$ cat config.mk
export PLATFORM = sky130hd
export DESIGN_NAME = lzss_flag_byte_decoder_unit
export DESIGN_NICKNAME = d
export VERILOG_FILES = /design/src/rtl/core/lfbd_pkg.sv /design/src/rtl/core/lfbd_ctrl.sv /design/src/rtl/core/lfbd_datapath.sv /design/src/rtl/core/lzss_flag_byte_decoder_unit.sv
export SDC_FILE = /design/constraint.sdc
export NUM_CORES = 2
export LEC_CHECK = 0
export BUFFER_PORTS_ARGS = -buffer_cell sky130_fd_sc_hd__buf_2
export CORE_ASPECT_RATIO = 1.2
export CORE_UTILIZATION = 40
export CTS_CLUSTER_DIAMETER = 120
export DETAILED_ROUTE_END_ITERATION = 8
export GPL_ROUTABILITY_DRIVEN = 0
export SLEW_MARGIN = 20
export SYNTH_ARGS = -nofsm -noshare
export SYNTH_HDL_FRONTEND = slang
export SYNTH_SLANG_ARGS = --single-unit
export TNS_END_PERCENT = 20
$ cat constraint.sdc
create_clock -name clk -period 5.4 [get_ports clk]
set_clock_uncertainty 0.2 [all_clocks]
set_input_delay 0 -clock clk [delete_from_list [all_inputs] [get_ports clk]]
set_output_delay 0 -clock clk [all_outputs]
set_load 0.05 [all_outputs]
$ cat src/rtl/core/lfbd_pkg.sv
// ============================================================================
// lfbd_pkg
// Shared types and constants for the LZSS flag-byte decoder.
// ============================================================================
package lfbd_pkg;

    localparam int WINDOW_DEPTH      = 256;
    localparam int PIXELS_PER_RESULT = 8;

    localparam int WIN_AW    = $clog2(WINDOW_DEPTH);
    localparam int CNT_W     = $clog2(PIXELS_PER_RESULT + 1);
    localparam int BUF_W     = PIXELS_PER_RESULT * 8;
    localparam int PROD_W    = 24;
    localparam int LEN_W     = 9;
    localparam int PIX_OUT_W = 64;
    localparam int CNTO_W    = 4;
    localparam int OUT_DW    = 72;

    localparam logic [LEN_W-1:0] MATCH_BASE = LEN_W'(3);
    localparam logic [LEN_W-1:0] DIST_BASE  = LEN_W'(1);

    typedef enum logic [2:0] {
        ST_IDLE,
        ST_DECODE,
        ST_READ,
        ST_WRITE,
        ST_FLUSH
    } lfbd_state_t;

    typedef enum logic [1:0] {
        PH_FLAG,
        PH_TOKEN,
        PH_DIST
    } parse_phase_t;

    typedef enum logic [1:0] {
        DK_NONE,
        DK_LITERAL,
        DK_ERROR,
        DK_MATCH
    } decode_kind_t;

    typedef struct packed {
        logic accept;
        logic decode;
        logic read;
        logic write;
        logic flush;
    } lfbd_cmd_t;

    typedef struct packed {
        decode_kind_t kind;
        logic         copy_flush;
        logic         out_free;
        logic         last_pend;
    } lfbd_status_t;

endpackage

$ cat src/rtl/core/lfbd_ctrl.sv
// ============================================================================
// lfbd_ctrl
// Sequencer: accepts a byte, decodes it, runs match copies and result flushes.
// ============================================================================
module lfbd_ctrl (
    input  logic                  clk,
    input  logic                  rst_n,
    input  logic                  in_valid,
    output logic                  in_ready,
    input  lfbd_pkg::lfbd_status_t status,
    output lfbd_pkg::lfbd_cmd_t    cmd
);
    import lfbd_pkg::*;

    lfbd_state_t state_reg;
    lfbd_state_t state_next;

    always_ff @(posedge clk or negedge rst_n)
    begin
        if (!rst_n)
        begin
            state_reg <= ST_IDLE;
        end
        else
        begin
            state_reg <= state_next;
        end
    end

    always_comb
    begin
        state_next = state_reg;
        unique case (state_reg)
            ST_IDLE:
            begin
                if (in_valid)
                begin
                    state_next = ST_DECODE;
                end
            end
            ST_DECODE:
            begin
                unique case (status.kind)
                    DK_NONE:    state_next = ST_IDLE;
                    DK_LITERAL: state_next = ST_FLUSH;
                    DK_ERROR:   state_next = ST_FLUSH;
                    DK_MATCH:   state_next = ST_READ;
                    default:    state_next = ST_IDLE;
                endcase
            end
            ST_READ:
            begin
                state_next = ST_WRITE;
            end
            ST_WRITE:
            begin
                state_next = status.copy_flush ? ST_FLUSH : ST_READ;
            end
            ST_FLUSH:
            begin
                if (status.out_free)
                begin
                    state_next = status.last_pend ? ST_IDLE : ST_READ;
                end
            end
            default:
            begin
                state_next = ST_IDLE;
            end
        endcase
    end

    always_comb
    begin
        cmd      = '0;
        in_ready = 1'b0;
        unique case (state_reg)
            ST_IDLE:
            begin
                in_ready   = 1'b1;
                cmd.accept = in_valid;
            end
            ST_DECODE:
            begin
                cmd.decode = 1'b1;
            end
            ST_READ:
            begin
                cmd.read = 1'b1;
            end
            ST_WRITE:
            begin
                cmd.write = 1'b1;
            end
            ST_FLUSH:
            begin
                cmd.flush = status.out_free;
            end
            default:
            begin
                cmd = '0;
            end
        endcase
    end

endmodule

$ cat src/rtl/core/lfbd_datapath.sv
// ============================================================================
// lfbd_datapath
// Parse state, history window, pixel packing buffer and output register.
// ============================================================================
module lfbd_datapath (
    input  logic                                 clk,
    input  logic                                 rst_n,
    input  lfbd_pkg::lfbd_cmd_t                  cmd,
    output lfbd_pkg::lfbd_status_t               status,
    input  logic                                 cfg_we,
    input  logic [lfbd_pkg::PROD_W-1:0]          cfg_data,
    input  logic                                 in_start,
    input  logic [7:0]                           in_byte,
    input  logic                                 out_ready,
    output logic                                 out_valid,
    output logic [lfbd_pkg::PIX_OUT_W-1:0]       out_pixels,
    output logic [lfbd_pkg::CNTO_W-1:0]          out_count,
    output logic                                 out_last,
    output logic                                 out_done,
    output logic                                 out_err
);
    import lfbd_pkg::*;

    logic [PROD_W-1:0] total_reg;
    parse_phase_t      phase_reg;
    logic [7:0]        flag_bits_reg;
    logic [2:0]        flag_pos_reg;
    logic [7:0]        held_reg;
    logic [PROD_W-1:0] produced_reg;
    logic              halted_reg;
    logic [7:0]        byte_reg;
    logic [WIN_AW-1:0] src_reg;
    logic [LEN_W-1:0]  remain_reg;
    logic [BUF_W-1:0]  buf_reg;
    logic [CNT_W-1:0]  cnt_reg;
    logic              last_reg;
    logic              err_reg;
    logic [7:0]        rd_data_reg;

    logic              out_valid_reg;
    logic [BUF_W-1:0]  out_pixels_reg;
    logic [CNT_W-1:0]  out_count_reg;
    logic              out_last_reg;
    logic              out_done_reg;
    logic              out_err_reg;

    logic [7:0]        window_mem [WINDOW_DEPTH];

    logic              ignore;
    decode_kind_t      kind;
    logic [LEN_W-1:0]  match_dist;
    logic              dist_bad;
    logic [LEN_W-1:0]  len;
    logic [PROD_W-1:0] left;
    logic [LEN_W-1:0]  len_eff;
    logic [PROD_W-1:0] src_full;
    logic [2:0]        pos_inc;
    parse_phase_t      phase_after_token;
    logic              mem_we;
    logic [7:0]        wr_data;
    logic [7:0]        pix_data;
    logic              pix_add;

    assign ignore     = halted_reg || (produced_reg >= total_reg);
    assign match_dist = LEN_W'(byte_reg) + DIST_BASE;
    assign dist_bad   = PROD_W'(match_dist) > produced_reg;
    assign len        = LEN_W'(held_reg) + MATCH_BASE;
    assign left       = total_reg - produced_reg;
    assign len_eff    = (left < PROD_W'(len)) ? left[LEN_W-1:0] : len;
    assign src_full   = produced_reg - PROD_W'(match_dist);
    assign pos_inc    = flag_pos_reg + 3'd1;
    assign phase_after_token = (pos_inc == 3'd0) ? PH_FLAG : PH_TOKEN;

    always_comb
    begin
        kind = DK_NONE;
        if (!ignore)
        begin
            unique case (phase_reg)
                PH_TOKEN: kind = flag_bits_reg[flag_pos_reg] ? DK_NONE : DK_LITERAL;
                PH_DIST:  kind = dist_bad ? DK_ERROR : DK_MATCH;
                default:  kind = DK_NONE;
            endcase
        end
    end

    assign status.kind       = kind;
    assign status.copy_flush = (cnt_reg == CNT_W'(PIXELS_PER_RESULT - 1)) ||
                               (remain_reg == LEN_W'(1));
    assign status.out_free   = !out_valid_reg || out_ready;
    assign status.last_pend  = last_reg;

    assign pix_add  = (cmd.decode && (kind == DK_LITERAL)) || cmd.write;
    assign mem_we   = pix_add;
    assign pix_data = cmd.write ? rd_data_reg : byte_reg;
    assign wr_data  = pix_data;

    always_ff @(posedge clk)
    begin
        if (mem_we)
        begin
            window_mem[produced_reg[WIN_AW-1:0]] <= wr_data;
        end
        if (cmd.read)
        begin
            rd_data_reg <= window_mem[src_reg];
        end
    end

    always_ff @(posedge clk)
    begin
        if (cmd.accept)
        begin
            byte_reg <= in_byte;
        end
    end

    always_ff @(posedge clk or negedge rst_n)
    begin
        if (!rst_n)
        begin
            total_reg     <= PROD_W'(1);
            phase_reg     <= PH_FLAG;
            flag_bits_reg <= '0;
            flag_pos_reg  <= '0;
            held_reg      <= '0;
            produced_reg  <= '0;
            halted_reg    <= 1'b0;
            src_reg       <= '0;
            remain_reg    <= '0;
            buf_reg       <= '0;
            cnt_reg       <= '0;
            last_reg      <= 1'b0;
            err_reg       <= 1'b0;
        end
        else
        begin
            if (cfg_we)
            begin
                total_reg <= cfg_data;
            end
            if (cmd.accept && in_start)
            begin
                phase_reg     <= PH_FLAG;
                flag_bits_reg <= '0;
                flag_pos_reg  <= '0;
                held_reg      <= '0;
                produced_reg  <= '0;
                halted_reg    <= 1'b0;
            end
            if (cmd.decode && !ignore)
            begin
                unique case (phase_reg)
                    PH_FLAG:
                    begin
                        flag_bits_reg <= byte_reg;
                        flag_pos_reg  <= '0;
                        phase_reg     <= PH_TOKEN;
                    end
                    PH_TOKEN:
                    begin
                        if (flag_bits_reg[flag_pos_reg])
                        begin
                            held_reg  <= byte_reg;
                            phase_reg <= PH_DIST;
                        end
                        else
                        begin
                            produced_reg <= produced_reg + PROD_W'(1);
                            flag_pos_reg <= pos_inc;
                            phase_reg    <= phase_after_token;
                            last_reg     <= 1'b1;
                            err_reg      <= 1'b0;
                        end
                    end
                    PH_DIST:
                    begin
                        if (dist_bad)
                        begin
                            halted_reg <= 1'b1;
                            phase_reg  <= PH_FLAG;
                            last_reg   <= 1'b1;
                            err_reg    <= 1'b1;
                        end
                        else
                        begin
                            flag_pos_reg <= pos_inc;
                            phase_reg    <= phase_after_token;
                            remain_reg   <= len_eff;
                            src_reg      <= src_full[WIN_AW-1:0];
                            last_reg     <= 1'b0;
                            err_reg      <= 1'b0;
                        end
                    end
                    default:
                    begin
                        phase_reg <= PH_FLAG;
                    end
                endcase
            end
            if (cmd.write)
            begin
                produced_reg <= produced_reg + PROD_W'(1);
                src_reg      <= src_reg + WIN_AW'(1);
                remain_reg   <= remain_reg - LEN_W'(1);
                last_reg     <= (remain_reg == LEN_W'(1));
            end
            if (pix_add)
            begin
                for (int i = 0; i < PIXELS_PER_RESULT; i++)
                begin
                    if (cnt_reg == CNT_W'(i))
                    begin
                        buf_reg[i*8 +: 8] <= pix_data;
                    end
                end
                cnt_reg <= cnt_reg + CNT_W'(1);
            end
            if (cmd.flush)
            begin
                buf_reg <= '0;
                cnt_reg <= '0;
            end
        end
    end

    always_ff @(posedge clk)
    begin
        if (cmd.flush)
        begin
            out_pixels_reg <= buf_reg;
            out_count_reg  <= cnt_reg;
            out_last_reg   <= last_reg;
            out_done_reg   <= last_reg && !err_reg && (produced_reg >= total_reg);
            out_err_reg    <= err_reg;
        end
    end

    always_ff @(posedge clk or negedge rst_n)
    begin
        if (!rst_n)
        begin
            out_valid_reg <= 1'b0;
        end
        else if (cmd.flush)
        begin
            out_valid_reg <= 1'b1;
        end
        else if (out_ready)
        begin
            out_valid_reg <= 1'b0;
        end
    end

    assign out_valid  = out_valid_reg;
    assign out_pixels = PIX_OUT_W'(out_pixels_reg);
    assign out_count  = CNTO_W'(out_count_reg);
    assign out_last   = out_last_reg;
    assign out_done   = out_done_reg;
    assign out_err    = out_err_reg;

endmodule

$ cat src/rtl/core/lzss_flag_byte_decoder_unit.sv
// ============================================================================
// lzss_flag_byte_decoder_unit
// LZSS decoder with flag bytes, producing packed 8-bit pixel indices.
// ============================================================================
// One compressed byte is taken per item. Flag and length bytes are only decoded,
// a literal is decoded and then flushed, a distance byte is decoded and then runs
// a read and a write per copied pixel plus one flush per result of up to 8 pixels
// (only a flush when the distance is out of range); each copied pixel is a read and
// a write of the single-port history window, which sets the copy rate. A waiting
// output result stalls the block only when the next result is ready to go.
module lzss_flag_byte_decoder_unit (
    input  logic        clk,
    input  logic        rst_n,
    input  logic        cfg_valid,
    output logic        cfg_ready,
    input  logic [23:0] cfg_data,        // total_pixels
    input  logic        s_axis_tvalid,
    output logic        s_axis_tready,
    input  logic [7:0]  s_axis_tdata,    // stream_byte
    input  logic        s_axis_tuser,    // image_start
    output logic        m_axis_tvalid,
    input  logic        m_axis_tready,
    output logic [71:0] m_axis_tdata,    // pixels[63:0], pixel_count[67:64], zero pad
    output logic        m_axis_tlast,    // last
    output logic [1:0]  m_axis_tuser     // image_done[0], dist_error[1]
);
    import lfbd_pkg::*;

    lfbd_cmd_t            cmd;
    lfbd_status_t         status;
    logic [PIX_OUT_W-1:0] out_pixels;
    logic [CNTO_W-1:0]    out_count;
    logic                 out_done;
    logic                 out_err;

    assign cfg_ready = 1'b1;

    lfbd_ctrl u_ctrl (
        .clk      (clk),
        .rst_n    (rst_n),
        .in_valid (s_axis_tvalid),
        .in_ready (s_axis_tready),
        .status   (status),
        .cmd      (cmd)
    );

    lfbd_datapath u_datapath (
        .clk        (clk),
        .rst_n      (rst_n),
        .cmd        (cmd),
        .status     (status),
        .cfg_we     (cfg_valid),
        .cfg_data   (cfg_data),
        .in_start   (s_axis_tuser),
        .in_byte    (s_axis_tdata),
        .out_ready  (m_axis_tready),
        .out_valid  (m_axis_tvalid),
        .out_pixels (out_pixels),
        .out_count  (out_count),
        .out_last   (m_axis_tlast),
        .out_done   (out_done),
        .out_err    (out_err)
    );

    assign m_axis_tdata = {{(OUT_DW - PIX_OUT_W - CNTO_W){1'b0}}, out_count, out_pixels};
    assign m_axis_tuser = {out_err, out_done};

    a_err_shape: assert property (@(posedge clk) disable iff (!rst_n)
        m_axis_tvalid && m_axis_tuser[1] |-> m_axis_tlast && (out_count == '0)
            && (out_pixels == '0) && !m_axis_tuser[0])
        else $error("error result malformed");

    a_done_last: assert property (@(posedge clk) disable iff (!rst_n)
        m_axis_tvalid && m_axis_tuser[0] |-> m_axis_tlast)
        else $error("image_done on non-final result");

    a_count_range: assert property (@(posedge clk) disable iff (!rst_n)
        m_axis_tvalid && !m_axis_tuser[1] |->
            (out_count != '0) && (out_count <= CNTO_W'(PIXELS_PER_RESULT)))
        else $error("pixel_count out of range");

    a_no_accept_busy: assert property (@(posedge clk) disable iff (!rst_n)
        cmd.accept |=> !s_axis_tready)
        else $error("input accepted while decoding");

endmodule

Word-level counts from Yosys, hierarchy flattened. Memory sizes are Yosys's and may differ from the RTL's. A register that Yosys moved wholly into a read port is not among the register bits. Cells that the tools add are included.

$add $sub $neg: 9. $lt $le $gt $ge: 4. Equal/unequal tests: 22. Multiplexer cells: 78. Reduce and logical (&&, ||, !) cells: 45.

Operators by type and width (number): 8-bit 2-to-1 mux (20); 64-bit 2-to-1 mux (2); 24-bit 2-to-1 mux (5); 9-bit 2-to-1 mux (5); 2-bit nonzero test (14); 24-bit by 1-bit adder with 24-bit output, second input constant (1); 24-bit greater-or-equal comparator (1); 9-bit by 24-bit > comparator with 1-bit output (1); 24-bit by 9-bit less-than comparator with 1-bit output (1); 24-bit subtractor (1); 1-bit 2-to-1 mux (23); 3-bit 2-to-1 mux (7); 3-bit one-hot mux with 3 select lines (2); 2-bit AND reduction (9); 4-bit by 3-bit == test with 1-bit output, second input constant (4); 3-bit one-hot mux with 5 select lines (1); 2-bit 2-to-1 mux (6); 8-bit by 1-bit adder with 9-bit output, second input constant (1); 8-bit by 2-bit adder with 9-bit output, second input constant (1); 9-bit by 1-bit == test with 1-bit output, second input constant (1); 3-bit AND reduction (3); 9-bit by 1-bit subtractor with 9-bit output, second input constant (1); 8-bit by 1-bit adder with 8-bit output, second input constant (1); 4-bit by 2-bit == test with 1-bit output, second input constant (2); other kinds (26) (45).

Flip-flop bits (word level): 240. Bits in writable memories: 2048. Bits of input ports: 38. Output and inout port bits: 78. Word-level logic and storage cells: 187. Memories kept: 1.

Memory list: u_datapath.window_mem (depth 256, width 8, rd ports 1, clocked after Yosys merged registers in 1, write ports 1, RTL line lfbd_datapath.sv:47) `logic [7:0] window_mem [WINDOW_DEPTH];`.

Longest topological paths before layout.
Word-level depth: 10. Mapped depth: 23. Depth with buffers taken out: 22.

Cells and area by module. A second synthesis with hierarchy kept.

Cell total of the unflattened synthesis: 4453. Area, all modules: 91520.3 um2.

Modules (own cells, without submodules): lfbd_datapath (instances 1, cells each 4418, area an instance 91226.2 um2, seq. area each 68066.5 um2); lfbd_ctrl (instances 1, cells each 26, area an instance 234.0 um2, seq. area each 75.1 um2); lzss_flag_byte_decoder_unit (instances 1, cells each 9, area an instance 60.1 um2, seq. area each 0.0 um2).

Worst setup path before layout. Ideal clock, no wire load.

Path type: reg2reg. Start: reg u_ctrl.state_reg[0]. End: mem u_datapath.window_mem[0][7] (data pin). Setup time: 0.771 ns. Arrival time: 4.308 ns. Required time: 4.429 ns. Setup slack: 0.121 ns. Stages on the path, launching flop included: 8. Buffers on the path: 3. Clock period less this slack: 5.279 ns. Cells stage by stage: dfrtp_1 > clkbuf_1 > nor2b_1 > and2_1 > clkbuf_1 > clkbuf_1 > a21oi_1 > inv_1.

Cells in the longest elaborated chain, start to end: 3.

RTL lines: start: declaration (RTL line lfbd_ctrl.sv:15) `lfbd_state_t state_reg;`; start signal: assignment (RTL line lfbd_ctrl.sv:26) `state_reg <= state_next;`; 3-bit by 2-bit == test with 1-bit output (RTL line lfbd_ctrl.sv:77) `unique case (state_reg)`; 1-bit 2-to-1 mux (RTL line lfbd_ctrl.sv:77); 8-bit 2-to-1 mux (RTL line lfbd_datapath.sv:95) `assign pix_data = cmd.write ? rd_data_reg : byte_reg;`; via u_datapath.pix_data[7] (RTL line lfbd_datapath.sv:61) `logic [7:0] pix_data;`; end: declaration (RTL line lfbd_datapath.sv:47).

The timed path passes the listed nets, and every way through them passes these cells.

Worst setup path in the final report.
Start: reg u_datapath.byte_reg[4]. End: mem u_datapath.window_mem[110][6] (enable).

Cells in the longest elaborated chain, start to end: 10.

RTL lines: start: declaration (RTL line lfbd_datapath.sv:31) `logic [7:0] byte_reg;`; start signal: assignment (RTL line lfbd_datapath.sv:114) `byte_reg <= in_byte;`; 8-bit by 1-bit adder with 9-bit output (RTL line lfbd_datapath.sv:65) `assign match_dist = LEN_W'(byte_reg) + DIST_BASE;`; 9-bit by 24-bit > comparator with 1-bit output (RTL line lfbd_datapath.sv:66) `assign dist_bad = PROD_W'(match_dist) > produced_reg;`; 1-bit 2-to-1 mux (RTL line lfbd_datapath.sv:81) `PH_DIST: kind = dist_bad ? DK_ERROR : DK_MATCH;`; 2-bit one-hot mux with 2 select lines (RTL line lfbd_datapath.sv:79) `unique case (phase_reg)`; 2-bit 2-to-1 mux (RTL line lfbd_datapath.sv:77) `if (!ignore)`; 2-bit by 1-bit == test with 1-bit output (RTL line lfbd_datapath.sv:93) `assign pix_add = (cmd.decode && (kind == DK_LITERAL)) || cmd.write;`; 1-bit logical AND (RTL line lfbd_datapath.sv:93); 1-bit logical OR (RTL line lfbd_datapath.sv:93); 1-bit 2-to-1 mux (RTL line lfbd_datapath.sv:100) `if (mem_we)`; 1-bit 2-to-1 mux (implied by the code) (RTL line lfbd_datapath.sv:102) `window_mem[produced_reg[WIN_AW-1:0]] <= wr_data;`.

Every way passes these cells.

==> impl_metrics.py <==
metrics = {
    "synth": {
        "synth.top_cells.by_count": "edfxtp_1 (2135), mux4_2 (682), nor2_1 (407)",
        "synth_top_family_by_area": "multiplexers",
        "synth_top_area_share_pct": 70.2,
        "yosys.area.top_type": "edfxtp_1",
        "synthMuxAreaShare_pct": 17.2,
        "yosys.area_share.simple_pct": 3.29,
        "yosys.area_share.xor_xnor_pct": 0.384,
        "syn_inst": 4442,
        "seq_area_frac_synth_pct": 74.7,
        "async_reset_ff_share_pct": 7.01,
        "postSynthAreaPerCell_um2": 20.5,
        "synthFlopType": "edfxtp_1",
        "yosys.area_share.adder_pct": 1.00,
        "synth_edf_count": 2135,
        "yosysMostFrequentCell": "edfxtp_1",
        "synthTopCellsByArea": "edfxtp_1 (70%), mux4_2 (17%), dfrtp_1 (4.4%)",
        "synth_cell_types": 67,
        "ys_seq_elements": 2296,
        "synth_compound_area_share_pct": 2.07,
        "netlist_area_um2": 91300,
        "yosys_warnings": 0,
    },
    "critical_path": {
        "cp-startpoint": "u_datapath.byte_reg[4]",
        "crit_path_frequent_cell": "nor3_1",
        "cp.arrival_ns": 5.45,
        "cp_max_fo": 16,
        "critPathLaunchType": "register",
        "reg2reg_depth": 21,
        "timing.rr.start": "u_datapath.byte_reg[4]",
        "slowest_stage": "nor2_1",
        "endpoint": "u_datapath.window_mem[110][6]",
        "max_stage_delay_ns": 0.41,
        "r2r-end": "u_datapath.window_mem[110][6]",
        "r2r_setup_slack_ns": 0.32,
        "worstSetupPathType": "reg2reg",
        "cp.required_ns": 5.77,
        "crit_path_end_kind": "register",
        "crit_chain": "inv_1 > nor3_1 > nand3_1 > nor3_1 > xnor2_1 > ha_1 > nand4_1 > nor3_2 > nor3_1 > a21oi_1 > a21bo_2 > nand2_1 > and3_1 > ha_1 > o21ai_1 > buf_4 > nor3_1 > buf_4 > nand2_1 > nor2_1 > buf_4",
    },
    "clock_network": {
        "tritoncts": "done",
        "cts_root_buffer": "clkbuf_16",
        "postCtsSetupBuffers": 0,
        "cts.sinks": 2296,
        "clk_pin_slew_ns": 0.07,
        "clk_path_buf_depth": 4,
        "numCtsBuffers": 217,
        "cts.htree.levels": 4,
        "clk_latency_ns": 0.87,
    },
    "floorplanning": {
        "ios": 116,
        "num_rows": 191,
        "die_w_um": 438,
        "core-area_um2": 226000,
        "start_util_pct": 40.3,
        "die_y_um": 525,
        "die-area_um2": 230000,
    },
    "sta": {
        "clock.fmax_ghz": 0.197,
        "hold_slack_ns": 0.134,
        "finalSetupTns_ns": 0,
        "rsz0062_at_grt": "true",
        "hold_viol_final": 0,
        "fin_crit_sh_pct": 94.0,
        "tightest_slew_ns": 1.25,
        "slew_violations": 0,
        "period_minus_slack_ns": 5.08,
        "slew_headroom_pct": 16.4,
        "timing.final.ws_setup_ns": 0.323,
        "setup_viol": 0,
    },
    "power": {
        "p_sw_share_pct": 29.1,
        "p_per_area_nw_per_um2": 468,
        "p_seq_share_pct": 41.8,
        "p_switching_mw": 14.5,
        "power_leakage_nw": 34.4,
        "finalPower_mw": 49.9,
        "clkPwrFrac_pct": 31.7,
        "peakVddDrop_mv": 0.417,
        "power_frac_comb_pct": 26.5,
        "p_int_mw": 35.3,
    },
    "flow_run": {
        "maxCapViolCount": 0,
    },
    "global_routing": {
        "grt_antenna_before_repair": 5,
        "grt-ovfl-total": 0,
        "grt_pass1_vias": 46800,
        "grt_start_max_net_pins": 159,
        "grt_pass1_wl_mm": 330,
        "grt_use_total_pct": 19.6,
    },
    "run_status": {
        "status": "finished clean",
    },
    "place": {
        "hpwl_mm": 139,
        "dp_worst_setup_slack_ns": 0.0952,
        "portBuffers": 110,
        "placedCellCount": 7708,
    },
    "route": {
        "avgRoutedWirePerCell_um": 27.7,
        "wl_mm": 227,
        "dr.first_iter.drc_count": 4270,
        "drc": 0,
        "ant_nets": 0,
        "via_count": 45700,
        "vias_per_cell": 5.57,
        "firstDrtPassIters": 6,
    },
    "final_layout": {
        "fin_nets": 5146,
        "largest_reg_flops": 2048,
        "fin_cells": 8206,
        "fillers": 18500,
        "area_growth_pct": 16.8,
        "drive_gt1_share_pct": 31.4,
    },
    "min_path": {
        "hold_class": "in2reg",
    },
}
how the worst min path moves through the flow:
| stage | start | endpoint | slack, ns | depth (start not counted) |
|---|---|---|---|---|
| floorplan | rst_n | u_ctrl.state_reg[0] | -0.50 | 0 |
| global placement | rst_n | u_datapath.out_valid | -0.03 | 1 |
| detailed placement | rst_n | u_ctrl.state_reg[0] | -0.03 | 1 |
| CTS | s_axis_tvalid | u_datapath.produced_reg[14] | 0.07 | 4 |
| global route | s_axis_tvalid | u_datapath.produced_reg[14] | 0.14 | 4 |
| finish | s_axis_tvalid | u_datapath.produced_reg[14] | 0.13 | 4 |
repair_timing:
item / in CTS / in global routing
hold endpoints to repair: 238 / 0
setup endpoints to repair: 7 / 1476
gates resized for setup: 2 / 15
hold buffers: 99 / 0
per-stage QoR:
step	cell area (µm²)	utilization (%)
4_1_cts	106000	47.1
2_1_floorplan	91300	-
6_report	107000	47.1
3_3_place_gp	98100	43.4
3_5_place_dp	98200	43.4
5_1_grt	107000	47.1
critical path: cells and delay by family, from the launching register on:
kind / cells / cell delay [ns]
simple gates: 11 / 2.32
compound gates: 3 / 0.49
buf+inv: 4 / 0.71
flops: 1 / 0.39
xor+xnor: 1 / 0.10
fa+ha+maj: 2 / 0.55
layer usage:
metal | part of all wire, % | up-vias | GRT usage, %
li1 | - | 19400 | -
met2 | 51 | 1496 | 33.5
met1 | 41 | 24500 | 26.1
met3 | 5.5 | 330 | 2.67
met5 | 0.0057 | - | 0
met4 | 3.0 | 2 | 5.81
logic make-up after synthesis:
logic type / Yosys count
compound gates: 305
xor+xnor: 40
fa+ha+maj: 72
buf+inv: 319
flops: 2296
mux: 710
other cells: 2
simple gates: 698
layout by cell type, fill, tap and decap left out, types with 11 or more instances in the layout:
| cell type | count |
|---|---|
| ha_1 | 70 |
| a31oi_1 | 15 |
| nor4_1 | 17 |
| mux2_2 | 25 |
| nand2_2 | 18 |
| clkinvlp_4 | 16 |
| nand3_1 | 51 |
| nor3_1 | 26 |
| a21oi_1 | 96 |
| nor2_1 | 397 |
| nand2_1 | 94 |
| o21ai_0 | 65 |
| bufinv_16 | 35 |
| a21o_1 | 13 |
| dlygate4sd3_1 | 98 |
| buf_4 | 384 |
| buf_12 | 27 |
| nand4_1 | 11 |
| dfrtp_1 | 155 |
| mux4_2 | 682 |
| xnor2_1 | 25 |
| and2_1 | 11 |
| clkbuf_1 | 23 |
| edfxtp_1 | 2135 |
| a211oi_1 | 45 |
| clkinv_4 | 11 |
| xor2_1 | 15 |
| clkinv_1 | 30 |
| clkbuf_16 | 218 |
| inv_1 | 60 |
| buf_2 | 109 |
| clkinv_2 | 51 |
power groups by stage:
stage / combinational [mW] / clock, mW / sequential [mW]
2_1_floorplan: 8.49 / 0 / 21.2
3_3_place_gp: 13.3 / 0 / 21.2
3_5_place_dp: 13.3 / 0 / 21.2
4_1_cts: 13.4 / 16.1 / 20.8
5_1_grt: 13.8 / 16.7 / 20.9
6_report: 13.2 / 15.8 / 20.8
area by class of cell:
cell class                      count  area [µm²]  area share [%]
Timing Repair Buffer              622        5010            4.70
Clock buffer                      242        5560            5.21
Tap cell                         2991        3740            3.51
Sequential cell                  2296       68200            64.0
Inverter                           69         327           0.306
Multi-Input combinational cell   1830       22000            20.6
Clock inverter                    152        1760            1.65
Antenna cell                        4        10.0         0.00939
(Power assumes the default switching activity.)
